--- config.mk ---
export PLATFORM = sky130hd
export DESIGN_NAME = random_step_sequencer
export DESIGN_NICKNAME = d
export VERILOG_FILES = /design/src/rtl/rss_pkg.sv /design/src/rtl/rss_cfg_regs.sv /design/src/rtl/rss_blend_pipe.sv /design/src/rtl/rss_step_core.sv /design/src/rtl/random_step_sequencer.sv
export SDC_FILE = /design/constraint.sdc
export NUM_CORES = 1
export LEC_CHECK = 0
export ABC_AREA = 1
export BUFFER_PORTS_ARGS = -buffer_cell sky130_fd_sc_hd__buf_2
export CAP_MARGIN = 20
export CELL_PAD_IN_SITES_DETAIL_PLACEMENT = 2
export CELL_PAD_IN_SITES_GLOBAL_PLACEMENT = 2
export CORE_ASPECT_RATIO = 1.2
export CORE_MARGIN = 2
export CORE_UTILIZATION = 30
export CTS_BUF_LIST = sky130_fd_sc_hd__clkbuf_2
export CTS_CLUSTER_SIZE = 28
export DETAILED_ROUTE_END_ITERATION = 10
export PLACE_DENSITY_LB_ADDON = 0.05
export RECOVER_POWER = 25
export SYNTH_ARGS = -nofsm -noshare
export SYNTH_HDL_FRONTEND = slang
export SYNTH_HIERARCHICAL = 1
export SYNTH_SLANG_ARGS = --single-unit
export TNS_END_PERCENT = 100
--- constraint.sdc ---
create_clock -name clk -period 4.3 [get_ports clk]
set_clock_uncertainty 0.1 [all_clocks]
set_input_delay 0.215 -clock clk [delete_from_list [all_inputs] [get_ports clk]]
set_output_delay 0.215 -clock clk [all_outputs]
set_load 0.1 [all_outputs]
--- src/rtl/rss_pkg.sv ---
`default_nettype none

package rss_pkg;

    // pattern store geometry
    localparam int PAT_DEPTH = 64;
    localparam int PAT_AW    = $clog2(PAT_DEPTH);

    // field widths
    localparam int VALUE_W    = 12;
    localparam int CHANCE_W   = 7;
    localparam int STEP_W     = 6;
    localparam int TICK_W     = 16;
    localparam int LEN_LOG2_W = 3;
    localparam int FREEDOM_W  = 7;
    localparam int WEIGHT_W   = 8;

    // configuration port
    localparam int CFG_IDX_W  = 3;
    localparam int CFG_DATA_W = 16;

    // pattern length limits
    localparam int MIN_LEN_LOG2 = 1;
    localparam int MAX_LEN_LOG2 = 6;
    localparam int LEN_W = ((PAT_AW > MAX_LEN_LOG2) ? PAT_AW : MAX_LEN_LOG2) + 1;

    // chromatic quantizer: k = floor(4v/273) by reciprocal, exact for 12-bit v
    localparam int QK_RECIP   = 15364;
    localparam int QK_SHIFT   = 20;
    localparam int QK_PROD_W  = VALUE_W + 14;
    localparam int K_W        = 6;
    // quantized step is 68.25 codes: q = 68k + ceil(k/4)
    localparam int Q_WHOLE    = 68;
    localparam int Q_FRAC_DIV = 4;
    localparam int Q_FRAC_SH  = 2;
    localparam int DIFF_W     = 7;
    localparam int CALC_W     = VALUE_W + 1;

    // blend weight in 1/128 units
    localparam int W_FULL  = 128;
    localparam int W_SHIFT = 7;
    localparam int BLEND_W = VALUE_W + W_SHIFT;

    // register reset values
    localparam logic [LEN_LOG2_W-1:0] LEN_LOG2_RST     = 3'd3;
    localparam logic                  TRIGGER_ONLY_RST = 1'b0;
    localparam logic [TICK_W-1:0]     PULSE_PERIOD_RST = 16'd4096;
    localparam logic [FREEDOM_W-1:0]  FREEDOM_RST      = 7'd50;
    localparam logic [WEIGHT_W-1:0]   WEIGHT_RST       = 8'd0;

    typedef enum logic [CFG_IDX_W-1:0] {
        REG_LENGTH_LOG2  = 3'd0,
        REG_TRIGGER_ONLY = 3'd1,
        REG_PULSE_PERIOD = 3'd2,
        REG_FREEDOM      = 3'd3,
        REG_BLEND_WEIGHT = 3'd4
    } cfg_reg_t;

    typedef struct packed {
        logic [LEN_LOG2_W-1:0] length_log2;
        logic                  trigger_only;
        logic [TICK_W-1:0]     pulse_period;
        logic [FREEDOM_W-1:0]  freedom_percent;
        logic [WEIGHT_W-1:0]   blend_weight;
    } cfg_t;

    typedef struct packed {
        logic [VALUE_W-1:0]  value;
        logic [CHANCE_W-1:0] chance;
    } blend_item_t;

endpackage

`default_nettype wire

--- src/rtl/rss_cfg_regs.sv ---
`default_nettype none

module rss_cfg_regs (
    input  wire logic                           clk,
    input  wire logic                           rst_n,
    input  wire logic                           cfg_valid,
    output logic                                cfg_ready,
    input  wire logic [rss_pkg::CFG_IDX_W-1:0]  cfg_index,
    input  wire logic [rss_pkg::CFG_DATA_W-1:0] cfg_data,
    output rss_pkg::cfg_t                       cfg
);

    rss_pkg::cfg_t cfg_reg;
    rss_pkg::cfg_t cfg_next;

    // writes are always taken
    assign cfg_ready = 1'b1;
    assign cfg       = cfg_reg;

    // register decode
    always_comb
    begin
        cfg_next = cfg_reg;
        if (cfg_valid)
        begin
            unique case (rss_pkg::cfg_reg_t'(cfg_index))
                rss_pkg::REG_LENGTH_LOG2:
                    cfg_next.length_log2 = cfg_data[rss_pkg::LEN_LOG2_W-1:0];
                rss_pkg::REG_TRIGGER_ONLY:
                    cfg_next.trigger_only = cfg_data[0];
                rss_pkg::REG_PULSE_PERIOD:
                    cfg_next.pulse_period = cfg_data[rss_pkg::TICK_W-1:0];
                rss_pkg::REG_FREEDOM:
                    cfg_next.freedom_percent = cfg_data[rss_pkg::FREEDOM_W-1:0];
                rss_pkg::REG_BLEND_WEIGHT:
                    cfg_next.blend_weight = cfg_data[rss_pkg::WEIGHT_W-1:0];
                default:
                    cfg_next = cfg_reg;
            endcase
        end
    end

    always_ff @(posedge clk or negedge rst_n)
    begin
        if (!rst_n)
        begin
            cfg_reg.length_log2     <= rss_pkg::LEN_LOG2_RST;
            cfg_reg.trigger_only    <= rss_pkg::TRIGGER_ONLY_RST;
            cfg_reg.pulse_period    <= rss_pkg::PULSE_PERIOD_RST;
            cfg_reg.freedom_percent <= rss_pkg::FREEDOM_RST;
            cfg_reg.blend_weight    <= rss_pkg::WEIGHT_RST;
        end
        else
        begin
            cfg_reg <= cfg_next;
        end
    end

endmodule

`default_nettype wire

--- src/rtl/rss_blend_pipe.sv ---
`default_nettype none

module rss_blend_pipe (
    input  wire logic                         clk,
    input  wire logic                         rst_n,
    input  wire rss_pkg::cfg_t                cfg,
    input  wire logic                         tick_valid,
    output logic                              tick_stall,
    input  wire logic [rss_pkg::VALUE_W-1:0]  random_value,
    input  wire logic [rss_pkg::CHANCE_W-1:0] random_chance,
    output logic                              item_valid,
    input  wire logic                         item_ready,
    output rss_pkg::blend_item_t              item
);

    localparam int CW = rss_pkg::CALC_W;
    localparam int BW = rss_pkg::BLEND_W;

    logic v1_reg, v2_reg, v3_reg, v4_reg;
    logic rdy1, rdy2, rdy3, rdy4;

    logic [rss_pkg::VALUE_W-1:0]  s1_value_reg, s2_value_reg, s3_value_reg;
    logic [rss_pkg::CHANCE_W-1:0] s1_chance_reg, s2_chance_reg, s3_chance_reg;
    logic [rss_pkg::K_W-1:0]      s2_k_reg;
    logic [rss_pkg::DIFF_W-1:0]   s3_diff_reg;
    rss_pkg::blend_item_t         s4_item_reg;

    logic [rss_pkg::QK_PROD_W-1:0] k_prod;
    logic [rss_pkg::K_W-1:0]       k_val;
    logic [CW-1:0]                 q_whole, q_frac, diff_full;
    logic [rss_pkg::WEIGHT_W-1:0]  w_sat;
    logic [BW-1:0]                 w_prod, blend_acc;

    // stage ready chain, bubbles collapse
    assign rdy4       = !v4_reg || item_ready;
    assign rdy3       = !v3_reg || rdy4;
    assign rdy2       = !v2_reg || rdy3;
    assign rdy1       = !v1_reg || rdy2;
    assign tick_stall = !rdy1;
    assign item_valid = v4_reg;
    assign item       = s4_item_reg;

    // quantizer index k by reciprocal multiply
    assign k_prod = rss_pkg::QK_PROD_W'(s1_value_reg)
                  * rss_pkg::QK_PROD_W'(rss_pkg::QK_RECIP);
    assign k_val  = k_prod[rss_pkg::QK_SHIFT +: rss_pkg::K_W];

    // distance to the quantized value, v - q
    assign q_whole   = CW'(s2_k_reg) * CW'(rss_pkg::Q_WHOLE);
    assign q_frac    = (CW'(s2_k_reg) + CW'(rss_pkg::Q_FRAC_DIV - 1)) >> rss_pkg::Q_FRAC_SH;
    assign diff_full = CW'(s2_value_reg) - q_whole - q_frac;

    // blend: (q*w + v*(128-w)) >> 7 == (128v - w*(v-q)) >> 7
    assign w_sat     = (cfg.blend_weight > rss_pkg::WEIGHT_W'(rss_pkg::W_FULL))
                     ? rss_pkg::WEIGHT_W'(rss_pkg::W_FULL) : cfg.blend_weight;
    assign w_prod    = BW'(w_sat) * BW'(s3_diff_reg);
    assign blend_acc = (BW'(s3_value_reg) << rss_pkg::W_SHIFT) - w_prod;

    // stage valid flags
    always_ff @(posedge clk or negedge rst_n)
    begin
        if (!rst_n)
        begin
            v1_reg <= 1'b0;
            v2_reg <= 1'b0;
            v3_reg <= 1'b0;
            v4_reg <= 1'b0;
        end
        else
        begin
            if (rdy1)
            begin
                v1_reg <= tick_valid;
            end
            if (rdy2)
            begin
                v2_reg <= v1_reg;
            end
            if (rdy3)
            begin
                v3_reg <= v2_reg;
            end
            if (rdy4)
            begin
                v4_reg <= v3_reg;
            end
        end
    end

    // stage payloads
    always_ff @(posedge clk)
    begin
        if (rdy1 && tick_valid)
        begin
            s1_value_reg  <= random_value;
            s1_chance_reg <= random_chance;
        end
        if (rdy2 && v1_reg)
        begin
            s2_value_reg  <= s1_value_reg;
            s2_chance_reg <= s1_chance_reg;
            s2_k_reg      <= k_val;
        end
        if (rdy3 && v2_reg)
        begin
            s3_value_reg  <= s2_value_reg;
            s3_chance_reg <= s2_chance_reg;
            s3_diff_reg   <= diff_full[rss_pkg::DIFF_W-1:0];
        end
        if (rdy4 && v3_reg)
        begin
            s4_item_reg.value  <= blend_acc[rss_pkg::W_SHIFT +: rss_pkg::VALUE_W];
            s4_item_reg.chance <= s3_chance_reg;
        end
    end

endmodule

`default_nettype wire

--- src/rtl/rss_step_core.sv ---
`default_nettype none

module rss_step_core (
    input  wire logic                        clk,
    input  wire logic                        rst_n,
    input  wire rss_pkg::cfg_t               cfg,
    input  wire logic                        item_valid,
    output logic                             item_ready,
    input  wire rss_pkg::blend_item_t        item,
    output logic                             result_valid,
    input  wire logic                        result_stall,
    output logic [rss_pkg::VALUE_W-1:0]      sample_value,
    output logic                             step_fired,
    output logic [rss_pkg::STEP_W-1:0]       step_index
);

    localparam int AW = rss_pkg::PAT_AW;
    localparam int LW = rss_pkg::LEN_W;

    logic [rss_pkg::VALUE_W-1:0] mem [rss_pkg::PAT_DEPTH];
    logic [rss_pkg::VALUE_W-1:0] rdata_reg;

    logic [rss_pkg::PAT_DEPTH-1:0] slot_valid_reg;
    logic [AW-1:0]                 pos_reg, pos_next, pos_wrap;
    logic [rss_pkg::TICK_W-1:0]    tick_reg, tick_inc;
    logic [rss_pkg::VALUE_W-1:0]   held_reg;
    logic                          out_valid_reg;
    logic                          fired_reg;

    logic                          take, fire, refill, step_write;
    logic [rss_pkg::VALUE_W-1:0]   slot_cur, slot_new;
    logic [rss_pkg::LEN_LOG2_W-1:0] len_log2;
    logic [LW-1:0]                 len_pow, len, len_last;

    assign item_ready   = !out_valid_reg || !result_stall;
    assign take         = item_valid && item_ready;
    assign result_valid = out_valid_reg;
    assign sample_value = held_reg;
    assign step_fired   = fired_reg;
    assign step_index   = rss_pkg::STEP_W'(pos_reg);

    // pattern length, clamped to the legal range and the store depth
    always_comb
    begin
        priority if (cfg.length_log2 < rss_pkg::LEN_LOG2_W'(rss_pkg::MIN_LEN_LOG2))
        begin
            len_log2 = rss_pkg::LEN_LOG2_W'(rss_pkg::MIN_LEN_LOG2);
        end
        else if (cfg.length_log2 > rss_pkg::LEN_LOG2_W'(rss_pkg::MAX_LEN_LOG2))
        begin
            len_log2 = rss_pkg::LEN_LOG2_W'(rss_pkg::MAX_LEN_LOG2);
        end
        else
        begin
            len_log2 = cfg.length_log2;
        end
    end

    assign len_pow  = LW'(1) << len_log2;
    assign len      = (len_pow > LW'(rss_pkg::PAT_DEPTH)) ? LW'(rss_pkg::PAT_DEPTH) : len_pow;
    assign len_last = len - LW'(1);
    assign pos_wrap = (LW'(pos_reg) < len_last) ? pos_reg + AW'(1) : '0;

    // tick counter and step decision
    assign tick_inc = (tick_reg == '1) ? tick_reg : tick_reg + rss_pkg::TICK_W'(1);
    assign fire     = cfg.trigger_only || (tick_inc > cfg.pulse_period);

    // current slot: read data always tracks the slot at pos_reg
    assign slot_cur   = slot_valid_reg[pos_reg] ? rdata_reg : '0;
    assign refill     = (slot_cur == '0) || (item.chance < cfg.freedom_percent);
    assign slot_new   = refill ? item.value : slot_cur;
    assign step_write = take && fire && refill;
    assign pos_next   = (take && fire) ? pos_wrap : pos_reg;

    // pattern memory, read at the position of the next cycle
    always_ff @(posedge clk)
    begin
        if (step_write)
        begin
            mem[pos_reg] <= item.value;
        end
        rdata_reg <= mem[pos_next];
    end

    // sequencer state
    always_ff @(posedge clk or negedge rst_n)
    begin
        if (!rst_n)
        begin
            slot_valid_reg <= '0;
            pos_reg        <= '0;
            tick_reg       <= '0;
            held_reg       <= '0;
            out_valid_reg  <= 1'b0;
        end
        else
        begin
            if (take)
            begin
                out_valid_reg <= 1'b1;
                if (fire)
                begin
                    tick_reg <= '0;
                    held_reg <= slot_new;
                    pos_reg  <= pos_wrap;
                end
                else
                begin
                    tick_reg <= tick_inc;
                end
                if (step_write)
                begin
                    slot_valid_reg[pos_reg] <= 1'b1;
                end
            end
            else if (!result_stall)
            begin
                out_valid_reg <= 1'b0;
            end
        end
    end

    // result flag
    always_ff @(posedge clk)
    begin
        if (take)
        begin
            fired_reg <= fire;
        end
    end

endmodule

`default_nettype wire

--- src/rtl/random_step_sequencer.sv ---
`default_nettype none
// path: a taken tick reaches the result register through the input register, quantizer index,
// quantizer distance, blend multiply and step stage registers in that order
// throughput: one tick per cycle when not stalled; the pattern slot is read from a registered memory port
// reset: configuration takes its defaults, position, tick count and output go to zero,
// and the pattern reads as all zeros at once through per-slot valid flags (no clear pass)

module random_step_sequencer (
    input  wire logic                           clk,
    input  wire logic                           rst_n,
    input  wire logic                           tick_valid,
    output logic                                tick_stall,
    input  wire logic [rss_pkg::VALUE_W-1:0]    random_value,
    input  wire logic [rss_pkg::CHANCE_W-1:0]   random_chance,
    output logic                                result_valid,
    input  wire logic                           result_stall,
    output logic [rss_pkg::VALUE_W-1:0]         sample_value,
    output logic                                step_fired,
    output logic [rss_pkg::STEP_W-1:0]          step_index,
    input  wire logic                           cfg_valid,
    output logic                                cfg_ready,
    input  wire logic [rss_pkg::CFG_IDX_W-1:0]  cfg_index,
    input  wire logic [rss_pkg::CFG_DATA_W-1:0] cfg_data
);

    rss_pkg::cfg_t        cfg;
    rss_pkg::blend_item_t item;
    logic                 item_valid;
    logic                 item_ready;

    rss_cfg_regs u_cfg (
        .clk       (clk),
        .rst_n     (rst_n),
        .cfg_valid (cfg_valid),
        .cfg_ready (cfg_ready),
        .cfg_index (cfg_index),
        .cfg_data  (cfg_data),
        .cfg       (cfg)
    );

    rss_blend_pipe u_blend (
        .clk           (clk),
        .rst_n         (rst_n),
        .cfg           (cfg),
        .tick_valid    (tick_valid),
        .tick_stall    (tick_stall),
        .random_value  (random_value),
        .random_chance (random_chance),
        .item_valid    (item_valid),
        .item_ready    (item_ready),
        .item          (item)
    );

    rss_step_core u_core (
        .clk          (clk),
        .rst_n        (rst_n),
        .cfg          (cfg),
        .item_valid   (item_valid),
        .item_ready   (item_ready),
        .item         (item),
        .result_valid (result_valid),
        .result_stall (result_stall),
        .sample_value (sample_value),
        .step_fired   (step_fired),
        .step_index   (step_index)
    );

endmodule

`default_nettype wire

==> flow_metrics.env <==
export IMPL_final_common_cell="nand2_1"
export IMPL_crit_type="register to register"
export IMPL_largest_reg_flops=768
export IMPL_syn_area_um2=48500
export IMPL_dieArea_um2=165000
export IMPL_switching_share=0.459
export IMPL_ys_async_sr_fraction=0.137
export IMPL_synth_avg_cell_area_um2=9.86
export IMPL_clock_tree_buffer_depth=4
export IMPL_postLayoutSetupSlackWorst_ns=-0.551
export IMPL_post_route_util=0.409
export IMPL_comb_power_share=0.592
export IMPL_root_buffer="clkbuf_2"
export IMPL_pwr_share_clk=0.148
export IMPL_ir_drop_uv=771
export IMPL_violations="capacitance limit, slew limit, setup timing"
export IMPL_multiInputGateArea_um2=17000
export IMPL_grt_pass1_vias=43200
export IMPL_cts_buffers=309
export IMPL_max_freq_mhz=206
export IMPL_synth_cells=4919
export IMPL_port_buffers=63
export IMPL_cts_max_level=5
export IMPL_power_frac_seq=0.260
export IMPL_met1_usage=0.286
export IMPL_drtPass1Iterations=5
export IMPL_drc=0
export IMPL_synth_edff_count=858
export IMPL_tns_ns=-10.44
export IMPL_fillers=17200
export IMPL_setup_violations=48
export IMPL_via_per_inst=4.73
export IMPL_rsz0062_at_grt="true"
export IMPL_cts_tree="done"
export IMPL_via_count=39100
export IMPL_cap_violations=8
export IMPL_clock_latency_ns=1.84
export IMPL_drive_above_1_share=0.267
export IMPL_power_density_nw_per_um2=752
export IMPL_ys_types=47
export IMPL_die_w_um=371
export IMPL_avgRoutedWirePerCell_um=23.7
export IMPL_path_clk_slew_ns=0.19
export IMPL_hpwl_um=122000
export IMPL_register_area_um2=29500
export IMPL_cts_sinks=1008
export IMPL_grt_antenna_before_repair=8
export IMPL_grt_max_degree=79
export IMPL_critPathMaxStageDelay_ns=0.57
export IMPL_hp_class="register to register"
export IMPL_fin_crit_sh=1.13
export IMPL_num_rows=161
export IMPL_ant_nets=0
export IMPL_slew_headroom=-1.23
export IMPL_power_leakage_nw=29.4
export IMPL_holdWs_ns=0.267
export IMPL_die_h_um=444
export IMPL_initialDrtViolationCount=2011
export IMPL_crit_path_max_fanout=5
export IMPL_worstPathArrival_ns=6.19
export IMPL_drv_slew=327
export IMPL_final_hold_viol_count=0
export IMPL_areaGrowthSynthToFinish_pct=35.4
export IMPL_worst_pin_slew_ns=3.34
export IMPL_ys_ff_latch=1008
export IMPL_grt_overflow=0
export IMPL_end_kind="register"
export IMPL_final_cell_mix="nand2_1 (1063), inv_1 (1011), edfxtp_1 (858)"
export IMPL_routed_wl_um=196000
export IMPL_start_util=0.302
export IMPL_gr_max_usage_layer="met2"
export IMPL_cp_slowest_cell="fa_2"
export IMPL_yosysWarnings=6
export IMPL_core_area_um2=161000
export IMPL_gp_congestion=0.825
export IMPL_grt_usage=0.234
export IMPL_period_needed_ns=4.85
export IMPL_crit_chain="nor4_2, nand3_1, nand2_2, nand2_4, inv_6, nand2_4, fa_2, fa_1, fa_1, inv_2, fa_1, inv_2, ha_4, nand2_4, buf_6, nor4_4, nand2_1, nand3_1, nand2_1"
export IMPL_p_int_w=0.0267
export IMPL_gr_usage_met2=0.408
export IMPL_run_status="finished, violations left"
export IMPL_synth_seq_area_share=0.608
export IMPL_grt_pass1_wl_um=281000
export IMPL_ys_flop_type="edfxtp_1"
export IMPL_nNetsFinal=6160
export IMPL_ios=65
export IMPL_synth_nets=5156
export IMPL_use_met3=0.0384
export IMPL_start_kind="register"
export IMPL_cp_required_ns=5.64
export IMPL_p_switching_w=0.0227
==> metal layers <==
layer  wire length (um)  share of wire
met5                 13       0.000066
met4               7070          0.036
met3               7050          0.036
met2              99000           0.51
met1              82600           0.42
==> what timing repair did <==
| item | in CTS | in global routing |
|---|---|---|
| pin swaps | 70 | 94 |
| setup endpoints to repair | 861 | 837 |
| setup buffers | 75 | 83 |
| gates cloned | 21 | 16 |
| resized for setup | 413 | 315 |
| hold endpoints to repair | 439 | 0 |
| hold buffers | 191 | 0 |
==> area by class of cell <==
class | count | share of cell area
diodes | 11 | 0.000419
clock buffers | 443 | 0.0338
clock inverters | 80 | 0.00484
inverters | 1035 | 0.0595
multi-input cells | 2673 | 0.259
flip-flops and latches | 1008 | 0.449
well taps | 2119 | 0.0404
repair buffers | 896 | 0.154
==> cells by family (layout without fill, tap and decap cells) <==
kind of cell    Yosys count  after routing  share of synthesized area
compound gates          210            210                     0.0250
buf+inv                1238           2454                      0.101
other cells               1             12                  0.0000773
fa+ha+maj               194            194                     0.0595
flops                  1008           1008                      0.608
simple gates           2241           2241                      0.202
xor+xnor                 27             27                    0.00488
==> stage by stage <==
stage	setup WS (ns)	total power (W)	cells	instance area [um2]
2_1_floorplan	-0.00294	0.0249	4919	48600
3_3_place_gp	-1.03	0.0354	7356	55600
3_5_place_dp	-1.17	0.0357	7356	55600
4_1_cts	-0.468	0.0474	8163	63200
5_1_grt	-0.764	0.0529	8262	65700
6_report	-0.551	0.0494	8265	65700
==> critical path: cells and delay by family, from the launching register on <==
kind,cells,cell delay [ns]
buffers and inverters,4,0.31
flip-flops,1,0.45
AND/OR/NAND/NOR,10,1.21
adder cells (fa/ha/maj),5,2.38
==> synthesized netlist by cell type (6+ instances only) <==
cell      number  area share
nand2_1     1106       0.086
inv_1       1026       0.079
nand3_1      885       0.091
edfxtp_1     858        0.53
nor2_1       168       0.013
ha_1         133       0.034
dfrtp_1      132       0.068
buf_2         98       0.010
clkbuf_1      64      0.0050
fa_1          61       0.025
a21oi_1       57      0.0059
o21ai_0       55      0.0057
o21ai_1       30      0.0031
o22ai_1       29      0.0037
nor3_1        26      0.0027
xor2_1        21      0.0038
buf_1         18      0.0014
buf_4         18      0.0028
o21bai_1      15      0.0023
nand3_2       14      0.0029
dfxtp_1       12      0.0050
nand2_2       11      0.0014
nand4_1       10      0.0013
a21o_1         7      0.0011
o211ai_1       7      0.0011
dfstp_2        6      0.0033
inv_2          6     0.00046
xnor2_1        6      0.0011
==> final timing paths <==
path | startpoint | cells past startpoint | to | slack (ns)
setup reg to reg | u_cfg/cfg[4] | 19 | u_blend/item[15] | -0.55
hold / removal | u_blend/s2_chance_reg[2] | 0 | u_blend/s3_chance_reg[2] | 0.27
hold reg to reg | u_blend/s2_chance_reg[2] | 0 | u_blend/s3_chance_reg[2] | 0.27
setup / recovery | u_cfg/cfg[4] | 19 | u_blend/item[15] | -0.55
min in group asynchronous | rst_n | 6 | u_cfg/cfg[7] | 1.46
max in group asynchronous | rst_n | 7 | u_core/slot_valid_reg[26] | 0.84
==> power by group through the flow <==
stage / clock network, W / registers, W / logic [W]
finish: 0.00728 / 0.0129 / 0.0292
global route: 0.00820 / 0.0129 / 0.0318
CTS: 0.00769 / 0.0128 / 0.0269
detailed placement: 0 / 0.0130 / 0.0227
global placement: 0 / 0.0130 / 0.0224
floorplan: 0 / 0.0139 / 0.0111
Note: power is estimated with default switching activity, not from simulation.
